--- src/hdl/rcapd_pkg.sv ---
// shared constants, types and decision struct for the copy-above run-length pixel decoder
package rcapd_pkg;

	localparam int LINE_DEPTH = 256;
	localparam int ADDR_W     = (LINE_DEPTH > 1) ? $clog2(LINE_DEPTH) : 1;
	localparam int BYTE_W     = 8;
	localparam int RUN_W      = 13;
	localparam int COUNT_W    = 16;
	localparam int CFG_IDX_W  = 1;

	typedef logic [BYTE_W-1:0]    byte_t;
	typedef logic [RUN_W-1:0]     run_t;
	typedef logic [COUNT_W-1:0]   count_t;
	typedef logic [1:0]           kind_t;
	typedef logic [ADDR_W-1:0]    addr_t;
	typedef logic [CFG_IDX_W-1:0] cfg_idx_t;

	// run kinds
	localparam kind_t KIND_NONE    = 2'd0;
	localparam kind_t KIND_REPEAT  = 2'd1;
	localparam kind_t KIND_LITERAL = 2'd2;
	localparam kind_t KIND_COPY    = 2'd3;

	// header ranges
	localparam byte_t HDR_LITERAL_BASE = 8'd85;
	localparam byte_t HDR_COPY_BASE    = 8'd170;
	localparam run_t  LITERAL_BIAS     = 13'd84;
	localparam run_t  COPY_BIAS        = 13'd169;
	localparam run_t  RUN_SCALE        = 13'd85;

	// configuration register indexes
	localparam cfg_idx_t CFG_PICTURE_SIZE = 1'd0;
	localparam cfg_idx_t CFG_RAW_MODE     = 1'd1;

	// decision taken for one transaction, handed from the run controller to the pipeline
	typedef struct packed {
		logic  taken;
		logic  emit;
		logic  sel_above;
		logic  above_zero;
		logic  col_ok;
		logic  last;
		byte_t value;
		addr_t addr;
	} step_t;

endpackage

--- src/hdl/rcapd_if.sv ---
// channel interfaces: compressed byte input, pixel output and configuration writes
interface rcapd_byte_if;
	logic                  valid;
	logic                  ready;
	logic                  byte_valid;
	logic [7:0]            in_byte;

	modport source (output valid, output byte_valid, output in_byte, input ready);
	modport sink (input valid, input byte_valid, input in_byte, output ready);
endinterface

interface rcapd_pix_if;
	logic                  valid;
	logic                  ready;
	logic                  byte_taken;
	logic                  pixel_valid;
	logic [7:0]            pixel;
	logic                  last_pixel;

	modport source (output valid, output byte_taken, output pixel_valid, output pixel,
		output last_pixel, input ready);
	modport sink (input valid, input byte_taken, input pixel_valid, input pixel,
		input last_pixel, output ready);
endinterface

interface rcapd_cfg_if;
	logic                  valid;
	logic                  ready;
	logic [0:0]            index;
	logic [7:0]            data;

	modport source (output valid, output index, output data, input ready);
	modport sink (input valid, input index, input data, output ready);
endinterface

--- src/hdl/rle_copy_above_pixel_decoder_top.sv ---
// top level: configuration registers, line store memory and the two-stage result pipeline
// The decoder takes one transaction per clock cycle when the output side is ready, passing it
// through the stage 1 and stage 2 registers. Run decoding and the picture position advance in
// the cycle a transaction is accepted; copy-above pixels come from a 256-entry line store with
// one write and one registered read per cycle, read in the accept cycle and written back when
// the result leaves the first stage, with a bypass when both hit the same column. Two results
// can wait inside the block before input back-pressure shows. Configuration writes are always
// ready and must only be issued while no transaction is in flight.
module rle_copy_above_pixel_decoder_top (
	input  logic        clk,
	input  logic        arst_n,
	rcapd_byte_if.sink  bytes,
	rcapd_pix_if.source pixels,
	rcapd_cfg_if.sink   cfg
);

	rcapd_pkg::byte_t  picture_size_q;
	logic              raw_mode_q;
	rcapd_pkg::count_t total_q;

	rcapd_pkg::step_t  step;
	logic              accept;
	logic              adv_s1;

	logic              valid_s1;
	rcapd_pkg::step_t  dec_s1;
	rcapd_pkg::byte_t  rd_data_s1;
	logic              fwd_s1;
	rcapd_pkg::byte_t  fwd_data_s1;
	rcapd_pkg::byte_t  above_s1;
	rcapd_pkg::byte_t  pixel_s1;
	logic              wr_en;

	logic              valid_s2;
	logic              taken_s2;
	logic              pixel_valid_s2;
	rcapd_pkg::byte_t  pixel_s2;
	logic              last_s2;

	rcapd_pkg::byte_t  line_mem [rcapd_pkg::LINE_DEPTH];

	// configuration
	assign cfg.ready = 1'b1;

	always_ff @(posedge clk or negedge arst_n) begin
		if (!arst_n) begin
			picture_size_q <= '0;
			raw_mode_q     <= 1'b0;
			total_q        <= '0;
		end else if (cfg.valid && cfg.ready) begin
			case (cfg.index)
				rcapd_pkg::CFG_PICTURE_SIZE: begin
					picture_size_q <= cfg.data;
					total_q        <= rcapd_pkg::count_t'(cfg.data)
						* rcapd_pkg::count_t'(cfg.data);
				end
				rcapd_pkg::CFG_RAW_MODE: begin
					raw_mode_q <= cfg.data[0];
				end
				default: begin
					raw_mode_q <= raw_mode_q;
				end
			endcase
		end
	end

	// handshake
	assign adv_s1      = valid_s1 && (!valid_s2 || pixels.ready);
	assign bytes.ready = !valid_s1 || adv_s1;
	assign accept      = bytes.valid && bytes.ready;

	rcapd_run_ctrl u_run_ctrl (
		.clk          (clk),
		.arst_n       (arst_n),
		.step_en      (accept),
		.byte_valid   (bytes.byte_valid),
		.in_byte      (bytes.in_byte),
		.picture_size (picture_size_q),
		.raw_mode     (raw_mode_q),
		.total        (total_q),
		.step         (step)
	);

	// stage 1: line store read data arrives, pixel is resolved
	assign above_s1 = dec_s1.above_zero ? '0 : (fwd_s1 ? fwd_data_s1 : rd_data_s1);
	assign pixel_s1 = dec_s1.sel_above ? above_s1 : dec_s1.value;
	assign wr_en    = adv_s1 && dec_s1.emit && dec_s1.col_ok;

	always_ff @(posedge clk) begin
		if (wr_en) begin
			line_mem[dec_s1.addr] <= pixel_s1;
		end
		if (accept) begin
			rd_data_s1  <= line_mem[step.addr];
			// same-edge write to the column being read
			fwd_s1      <= wr_en && (dec_s1.addr == step.addr);
			fwd_data_s1 <= pixel_s1;
			dec_s1      <= step;
		end
	end

	always_ff @(posedge clk or negedge arst_n) begin
		if (!arst_n) begin
			valid_s1 <= 1'b0;
		end else if (accept) begin
			valid_s1 <= 1'b1;
		end else if (adv_s1) begin
			valid_s1 <= 1'b0;
		end
	end

	// stage 2: output register
	always_ff @(posedge clk or negedge arst_n) begin
		if (!arst_n) begin
			valid_s2 <= 1'b0;
		end else if (adv_s1) begin
			valid_s2 <= 1'b1;
		end else if (pixels.ready) begin
			valid_s2 <= 1'b0;
		end
	end

	always_ff @(posedge clk) begin
		if (adv_s1) begin
			taken_s2       <= dec_s1.taken;
			pixel_valid_s2 <= dec_s1.emit;
			pixel_s2       <= dec_s1.emit ? pixel_s1 : '0;
			last_s2        <= dec_s1.last;
		end
	end

	assign pixels.valid       = valid_s2;
	assign pixels.byte_taken  = taken_s2;
	assign pixels.pixel_valid = pixel_valid_s2;
	assign pixels.pixel       = pixel_s2;
	assign pixels.last_pixel  = last_s2;

endmodule

--- src/hdl/rcapd_run_ctrl.sv ---
// run state registers and per-transaction decoding of headers, runs and picture position
module rcapd_run_ctrl (
	input  logic                  clk,
	input  logic                  arst_n,
	input  logic                  step_en,
	input  logic                  byte_valid,
	input  rcapd_pkg::byte_t      in_byte,
	input  rcapd_pkg::byte_t      picture_size,
	input  logic                  raw_mode,
	input  rcapd_pkg::count_t     total,
	output rcapd_pkg::step_t      step
);

	rcapd_pkg::run_t   run_left_q, run_left_d;
	rcapd_pkg::kind_t  run_kind_q, run_kind_d;
	rcapd_pkg::byte_t  held_value_q, held_value_d;
	logic              awaiting_q, awaiting_d;
	rcapd_pkg::count_t pixel_count_q, pixel_count_d;
	rcapd_pkg::byte_t  column_q, column_d;

	rcapd_pkg::run_t   byte_run;
	rcapd_pkg::run_t   repeat_scaled;
	rcapd_pkg::run_t   copy_len;
	rcapd_pkg::run_t   copy_scaled;
	logic              picture_done;
	logic [8:0]        column_inc;

	assign byte_run      = rcapd_pkg::run_t'(in_byte);
	assign repeat_scaled = rcapd_pkg::run_t'(run_left_q * rcapd_pkg::RUN_SCALE);
	assign copy_len      = byte_run - rcapd_pkg::COPY_BIAS;
	assign copy_scaled   = rcapd_pkg::run_t'(copy_len * rcapd_pkg::RUN_SCALE);
	assign picture_done  = ({1'b0, pixel_count_q} + 17'd1) >= {1'b0, total};
	assign column_inc    = {1'b0, column_q} + 9'd1;

	always_comb begin
		run_left_d    = run_left_q;
		run_kind_d    = run_kind_q;
		held_value_d  = held_value_q;
		awaiting_d    = awaiting_q;
		pixel_count_d = pixel_count_q;
		column_d      = column_q;
		step          = '0;
		step.addr       = rcapd_pkg::addr_t'(column_q);
		step.col_ok     = {1'b0, column_q} < 9'(rcapd_pkg::LINE_DEPTH);
		step.above_zero = (pixel_count_q < rcapd_pkg::count_t'(picture_size)) || !step.col_ok;

		if (picture_size != '0) begin
			if (raw_mode) begin
				if (byte_valid) begin
					step.taken = 1'b1;
					step.emit  = 1'b1;
					step.value = in_byte;
				end
			end else if (awaiting_q) begin
				if (byte_valid) begin
					step.taken = 1'b1;
					step.emit  = 1'b1;
					step.value = in_byte;
					// a repeat of the same value stretches the run by the scale factor
					if (run_kind_q == rcapd_pkg::KIND_REPEAT && in_byte == held_value_q) begin
						run_left_d = repeat_scaled - 13'd1;
					end else begin
						run_left_d = run_left_q;
					end
					held_value_d = in_byte;
					run_kind_d   = rcapd_pkg::KIND_REPEAT;
					awaiting_d   = 1'b0;
				end
			end else if (run_left_q == '0) begin
				if (byte_valid) begin
					step.taken = 1'b1;
					if (in_byte < rcapd_pkg::HDR_LITERAL_BASE) begin
						run_left_d = byte_run + 13'd1;
						awaiting_d = 1'b1;
					end else if (in_byte < rcapd_pkg::HDR_COPY_BASE) begin
						run_left_d = byte_run - rcapd_pkg::LITERAL_BIAS;
						run_kind_d = rcapd_pkg::KIND_LITERAL;
					end else begin
						if (run_kind_q == rcapd_pkg::KIND_COPY) begin
							run_left_d = copy_scaled - 13'd1;
						end else begin
							run_left_d = copy_len - 13'd1;
						end
						run_kind_d     = rcapd_pkg::KIND_COPY;
						step.emit      = 1'b1;
						step.sel_above = 1'b1;
					end
				end
			end else begin
				case (run_kind_q)
					rcapd_pkg::KIND_LITERAL: begin
						if (byte_valid) begin
							step.taken = 1'b1;
							step.emit  = 1'b1;
							step.value = in_byte;
							run_left_d = run_left_q - 13'd1;
						end
					end
					rcapd_pkg::KIND_COPY: begin
						step.emit      = 1'b1;
						step.sel_above = 1'b1;
						run_left_d     = run_left_q - 13'd1;
					end
					default: begin
						step.emit  = 1'b1;
						step.value = held_value_q;
						run_left_d = run_left_q - 13'd1;
					end
				endcase
			end
		end

		if (step.emit) begin
			if (picture_done) begin
				// end of picture: any leftover run is dropped
				step.last     = 1'b1;
				run_left_d    = '0;
				run_kind_d    = rcapd_pkg::KIND_NONE;
				held_value_d  = '0;
				awaiting_d    = 1'b0;
				pixel_count_d = '0;
				column_d      = '0;
			end else begin
				pixel_count_d = pixel_count_q + 16'd1;
				column_d      = (column_inc >= {1'b0, picture_size}) ? '0 : column_inc[7:0];
			end
		end
	end

	always_ff @(posedge clk or negedge arst_n) begin
		if (!arst_n) begin
			run_left_q    <= '0;
			run_kind_q    <= rcapd_pkg::KIND_NONE;
			held_value_q  <= '0;
			awaiting_q    <= 1'b0;
			pixel_count_q <= '0;
			column_q      <= '0;
		end else if (step_en) begin
			run_left_q    <= run_left_d;
			run_kind_q    <= run_kind_d;
			held_value_q  <= held_value_d;
			awaiting_q    <= awaiting_d;
			pixel_count_q <= pixel_count_d;
			column_q      <= column_d;
		end
	end

endmodule

--- src/flat_wrapper.sv ---
// flat-port wrapper written by rule: the top's interface ports become plain ports
module rle_copy_above_pixel_decoder_top_flat 
  (clk, arst_n, bytes_valid, bytes_byte_valid, bytes_in_byte, bytes_ready, pixels_valid, pixels_byte_taken, pixels_pixel_valid, pixels_pixel, pixels_last_pixel, pixels_ready, cfg_valid, cfg_index, cfg_data, cfg_ready);
  rcapd_byte_if bytes_i ();
  rcapd_pix_if pixels_i ();
  rcapd_cfg_if cfg_i ();
  input  logic clk;
  input  logic arst_n;
  input wire logic [$bits(bytes_i.valid)-1:0] bytes_valid;
  input wire logic [$bits(bytes_i.byte_valid)-1:0] bytes_byte_valid;
  input wire logic [$bits(bytes_i.in_byte)-1:0] bytes_in_byte;
  output wire logic [$bits(bytes_i.ready)-1:0] bytes_ready;
  output wire logic [$bits(pixels_i.valid)-1:0] pixels_valid;
  output wire logic [$bits(pixels_i.byte_taken)-1:0] pixels_byte_taken;
  output wire logic [$bits(pixels_i.pixel_valid)-1:0] pixels_pixel_valid;
  output wire logic [$bits(pixels_i.pixel)-1:0] pixels_pixel;
  output wire logic [$bits(pixels_i.last_pixel)-1:0] pixels_last_pixel;
  input wire logic [$bits(pixels_i.ready)-1:0] pixels_ready;
  input wire logic [$bits(cfg_i.valid)-1:0] cfg_valid;
  input wire logic [$bits(cfg_i.index)-1:0] cfg_index;
  input wire logic [$bits(cfg_i.data)-1:0] cfg_data;
  output wire logic [$bits(cfg_i.ready)-1:0] cfg_ready;
  assign bytes_i.valid = bytes_valid;
  assign bytes_i.byte_valid = bytes_byte_valid;
  assign bytes_i.in_byte = bytes_in_byte;
  assign bytes_ready = bytes_i.ready;
  assign pixels_valid = pixels_i.valid;
  assign pixels_byte_taken = pixels_i.byte_taken;
  assign pixels_pixel_valid = pixels_i.pixel_valid;
  assign pixels_pixel = pixels_i.pixel;
  assign pixels_last_pixel = pixels_i.last_pixel;
  assign pixels_i.ready = pixels_ready;
  assign cfg_i.valid = cfg_valid;
  assign cfg_i.index = cfg_index;
  assign cfg_i.data = cfg_data;
  assign cfg_ready = cfg_i.ready;
  rle_copy_above_pixel_decoder_top u_core (.clk(clk), .arst_n(arst_n), .bytes(bytes_i), .pixels(pixels_i), .cfg(cfg_i));
endmodule
--- config.mk ---
export PLATFORM = sky130hd
export DESIGN_NAME = rle_copy_above_pixel_decoder_top_flat
export DESIGN_NICKNAME = d
export VERILOG_FILES = /design/src/hdl/rcapd_pkg.sv /design/src/hdl/rcapd_if.sv /design/src/hdl/rle_copy_above_pixel_decoder_top.sv /design/src/hdl/rcapd_run_ctrl.sv /design/src/flat_wrapper.sv
export SDC_FILE = /design/constraint.sdc
export NUM_CORES = 2
export LEC_CHECK = 0
export CAP_MARGIN = 0
export CORE_AREA = 2 2 351 527
export CTS_BUF_LIST = sky130_fd_sc_hd__clkbuf_16
export DETAILED_ROUTE_END_ITERATION = 10
export DIE_AREA = 0 0 353 529
export DONT_BUFFER_PORTS = 1
export GPL_ROUTABILITY_DRIVEN = 0
export SYNTH_ARGS = -nofsm -noshare
export SYNTH_HDL_FRONTEND = slang
export SYNTH_SLANG_ARGS = --single-unit
--- constraint.sdc ---
create_clock -name clk -period 12.7 [get_ports clk]
set_input_delay 2.54 -clock clk [delete_from_list [all_inputs] [get_ports clk]]
set_output_delay 2.54 -clock clk [all_outputs]
set_load 0.005 [all_outputs]
==> summary.txt <==
Global route
  • Number of global-route vias before repair: approximately 48000
  • Gr ovfl total: 0
  • Pin count of the biggest net entering global routing: around 180
  • Global-route wire length before repair: approximately 340000 µm
  • Initial antenna violation count: 7
  • Total Routing Usage GR: between 20% and 30%

Clock tree
  • Clock buffer count from CTS: 200
  • Postcts setup bufs: 0
  • Clock latency on the worst-skew pair: 850 ps
  • Clk pin slew, worst setup/hold paths: 60 ps
  • CTS resizes: 0
  • Clk buf depth: 4
  • Hold_buf cts: 0
  • Clock H-tree levels: 4
  • CTS sink cnt: around 2200
  • CTS tree: yes
  • Clock Root Buffer: clkbuf_16

Yosys
  • Most common flop cell mapped by yosys: edfxtp_1
  • Syn nets: 5062
  • Register area share after synthesis: between 70% and 80%
  • Synth Register Bits: 2170
  • Post-synth EDFFs: between 2000 and 2500
  • Synth cell types: 83
  • Post-synth ARST share: 3.36%
  • Cell Area, Synth: 90800 µm²
  • Mean post-synth cell area: around 19 µm²
  • Mapped Cells: slightly below 5000
  • Synthesis Warnings: 0

Place
  • Port Buffers: 0
  • Placed cells: between 7000 and 8000
  • DP Wirelength: 150000 µm
  • Worst slack at placement: about 4800 ps

Timing
  • Fin crit period: approximately 7000 ps
  • Hold slack: 426 ps
  • Fin Setup TNS: 0 ps
  • Clk_skew: about 48 ps
  • Final setup fails: 0
  • Hold Fails Final Rpt: 0
  • RSZ-0062 raised after global routing: no
  • Final worst path period share: around 55%
  • Worst slew pin tran: ~1200 ps
  • Fmax: 142 MHz
  • Slew HR: approximately a fifth
  • Pins over their slew limit: 0
  • PnR worst setup slack: 5670 ps

Routing
  • DRT Pass-1 Iters: 5
  • DR top layer: met5
  • Met3 WL post-DR: roughly 14000 µm
  • DR vias/cell: between 6 and 7
  • DRT met1 WL: roughly 88000 µm
  • Routed wl met2: approximately 120000 µm
  • 1st-iter DRT viols: roughly 4800
  • DRC viols: 0
  • Total Routed Length: ~240000 µm
  • Wire length per cell: ~32 µm
  • DR vias: 46500
  • Post-DRT Antenna Nets: 0

Finish
  • Final Util: 54.7%
  • Finished Layout Cells: 7454
  • Area Growth Syn to Fin: 9.60%
  • Final-stage net count: 5104
  • Share of layout cells above drive strength 1: a little under a fifth

Setup path
  • R2R setup slack: between 7000 and 8000 ps
  • Crit-path slowest cell: xnor2_1
  • CP Class: input port to flop
  • Crit-path cells: inv_1, ha_1, nor2b_1, o31a_1, xnor2_1, ha_1, ha_1, inv_1, fa_1, fa_1, inv_1, ha_1, nand3_1, o211ai_1, o41ai_1, o21ai_0, xor2_1, o21ai_0, a211o_1, a21oi_1
  • CP max stage delay: approximately 660 ps
  • Max Fanout on Critical Path: 14
  • Number of buffers and inverters on the critical path: 3
  • Worst Setup Start Kind: input port
  • Crit-path leading delay family: adder cells
  • Critical path arrival: around 7800 ps
  • Required @ worst endpoint: approximately 13000 ps
  • Most frequent CP cell: ha_1
  • Crit. End Element: flop

Die
  • Height of the die: ~530 µm
  • # rows: about 190
  • Die X: 353 µm
  • IO Pins: 37
  • Initial Util: ~50%
  • Die area: between 150000 and 200000 µm²
  • Total core area: 182000 µm²

Power and ir drop
  • Pwr/cell area: around 210 nW/µm²
  • Leakage: approximately 33 nW
  • IR drop worst, VDD: about 0.15 mV

Run
  • Max cap viols: 0

Status
  • Status: finished clean

Min path
  • Hold crit path type: flop to flop
[synth_stat cells (38+ instances only)]
library cell	n	share of area, %
nor3_1	39	0.21
xor2_1	38	0.37
edfxtp_1	2097	69
nand2_1	166	0.69
clkbuf_1	137	0.57
mux4_2	503	12
xnor2_1	62	0.60
o221ai_1	81	0.78
buf_4	43	0.36
nor2_1	333	1.4
dfrtp_1	73	2.0
a21oi_1	80	0.44
fa_1	63	1.4
a22o_1	42	0.41
o21ai_0	82	0.45
ha_1	142	2.0
mux2i_1	168	1.9
buf_2	40	0.22
o22ai_1	66	0.45
inv_1	162	0.67
[worst reg2reg max path, stage by stage, from the launching register on]
cell and delay, ps:
dfrtp_4 920, buf_4 780, buf_4 720, mux4_2 670, a221oi_1 560, o22ai_1 230
a2111oi_0 950, buf_4 270, o21ai_0 90, o21a_1 150
[cells by family after synthesis]
family,after synthesis,share of synthesized area [%]
buffers and inverters,422,2.10
muxes,684,14.5
xor gates and xnor gates,100,0.965
AOI/OAI and AO/OA,533,4.17
adders and majority gates,205,3.35
and+or+nand+nor,719,3.56
other,1,0.00413
DFF,2170,71.4
[final cells by class]
type | instances | area, µm²
Fill cell | 14200 | 82600
Sequential cell | 2170 | 64800
Multi-Input combinational cell | 2242 | 24300
Clock buffer | 203 | 5080
Tap cell | 2425 | 3030
Clock inverter | 147 | 841
Timing Repair Buffer | 95 | 813
Inverter | 167 | 634
Antenna cell | 5 | 12.5
[state kept, by name, indices dropped and copies added (netlist names), 8 cells and up]
signal                           cells
u_core.dec_s1                       21
u_core.fwd_data_s1                   8
u_core.line_mem                   2048
u_core.pixels.pixel                  8
u_core.rd_data_s1                    8
u_core.total_q                      15
u_core.u_run_ctrl.column_q           8
u_core.u_run_ctrl.held_value_q       8
u_core.u_run_ctrl.pixel_count_q     16
u_core.u_run_ctrl.run_left_q        13
[through the flow]
stage                     power (mW)  area (µm²)
after floorplan                 13.5       90800
after global placement          15.8       93600
after detailed placement        15.8       93600
after CTS                       21.3       99500
after global routing            22.1       99500
final                           21.2       99500
[power by group]
part	switching [mW]	leakage [nW]	internal [mW]
clock	2.55	3.08	3.04
combinational	4.26	9.45	2.98
sequential	0.220	20.0	8.14
[cells in the final DEF, fill, tap and decap left out, types with 38 or more instances in the layout]
master	count
ha_1	142
buf_4	87
mux4_2	503
xnor2_1	62
o221ai_1	81
dfrtp_1	69
nor2_1	329
nand2_1	153
mux2i_1	168
clkinv_1	57
fa_1	63
xor2_1	38
a22o_1	42
clkbuf_16	203
o21ai_0	82
inv_1	206
edfxtp_1	2097
o22ai_1	58
nor3_1	39
a21oi_1	80
[layer usage]
layer | GRT usage [%] | vias up
met1 | 32.1 | 24800
met2 | 45.2 | 1670
met4 | 9.83 | 2
met5 | 0 | -
li1 | - | 19600
met3 | 3.45 | 439
[worst paths after layout]
path / from / to / depth (start not counted)
max: bytes_in_byte[0] / u_core.u_run_ctrl.run_left_q[11] / 20
min in group asynchronous: arst_n / u_core.u_run_ctrl.pixel_count_q[6] / 0
min reg2reg: u_core.dec_s1[21] / u_core.pixels.byte_taken / 0
min: u_core.dec_s1[21] / u_core.pixels.byte_taken / 0
max in group asynchronous: arst_n / u_core.u_run_ctrl.run_left_q[11] / 0
max reg2reg: u_core.u_run_ctrl.column_q[0] / u_core.rd_data_s1[4] / 9
(Power assumes the default switching activity.)
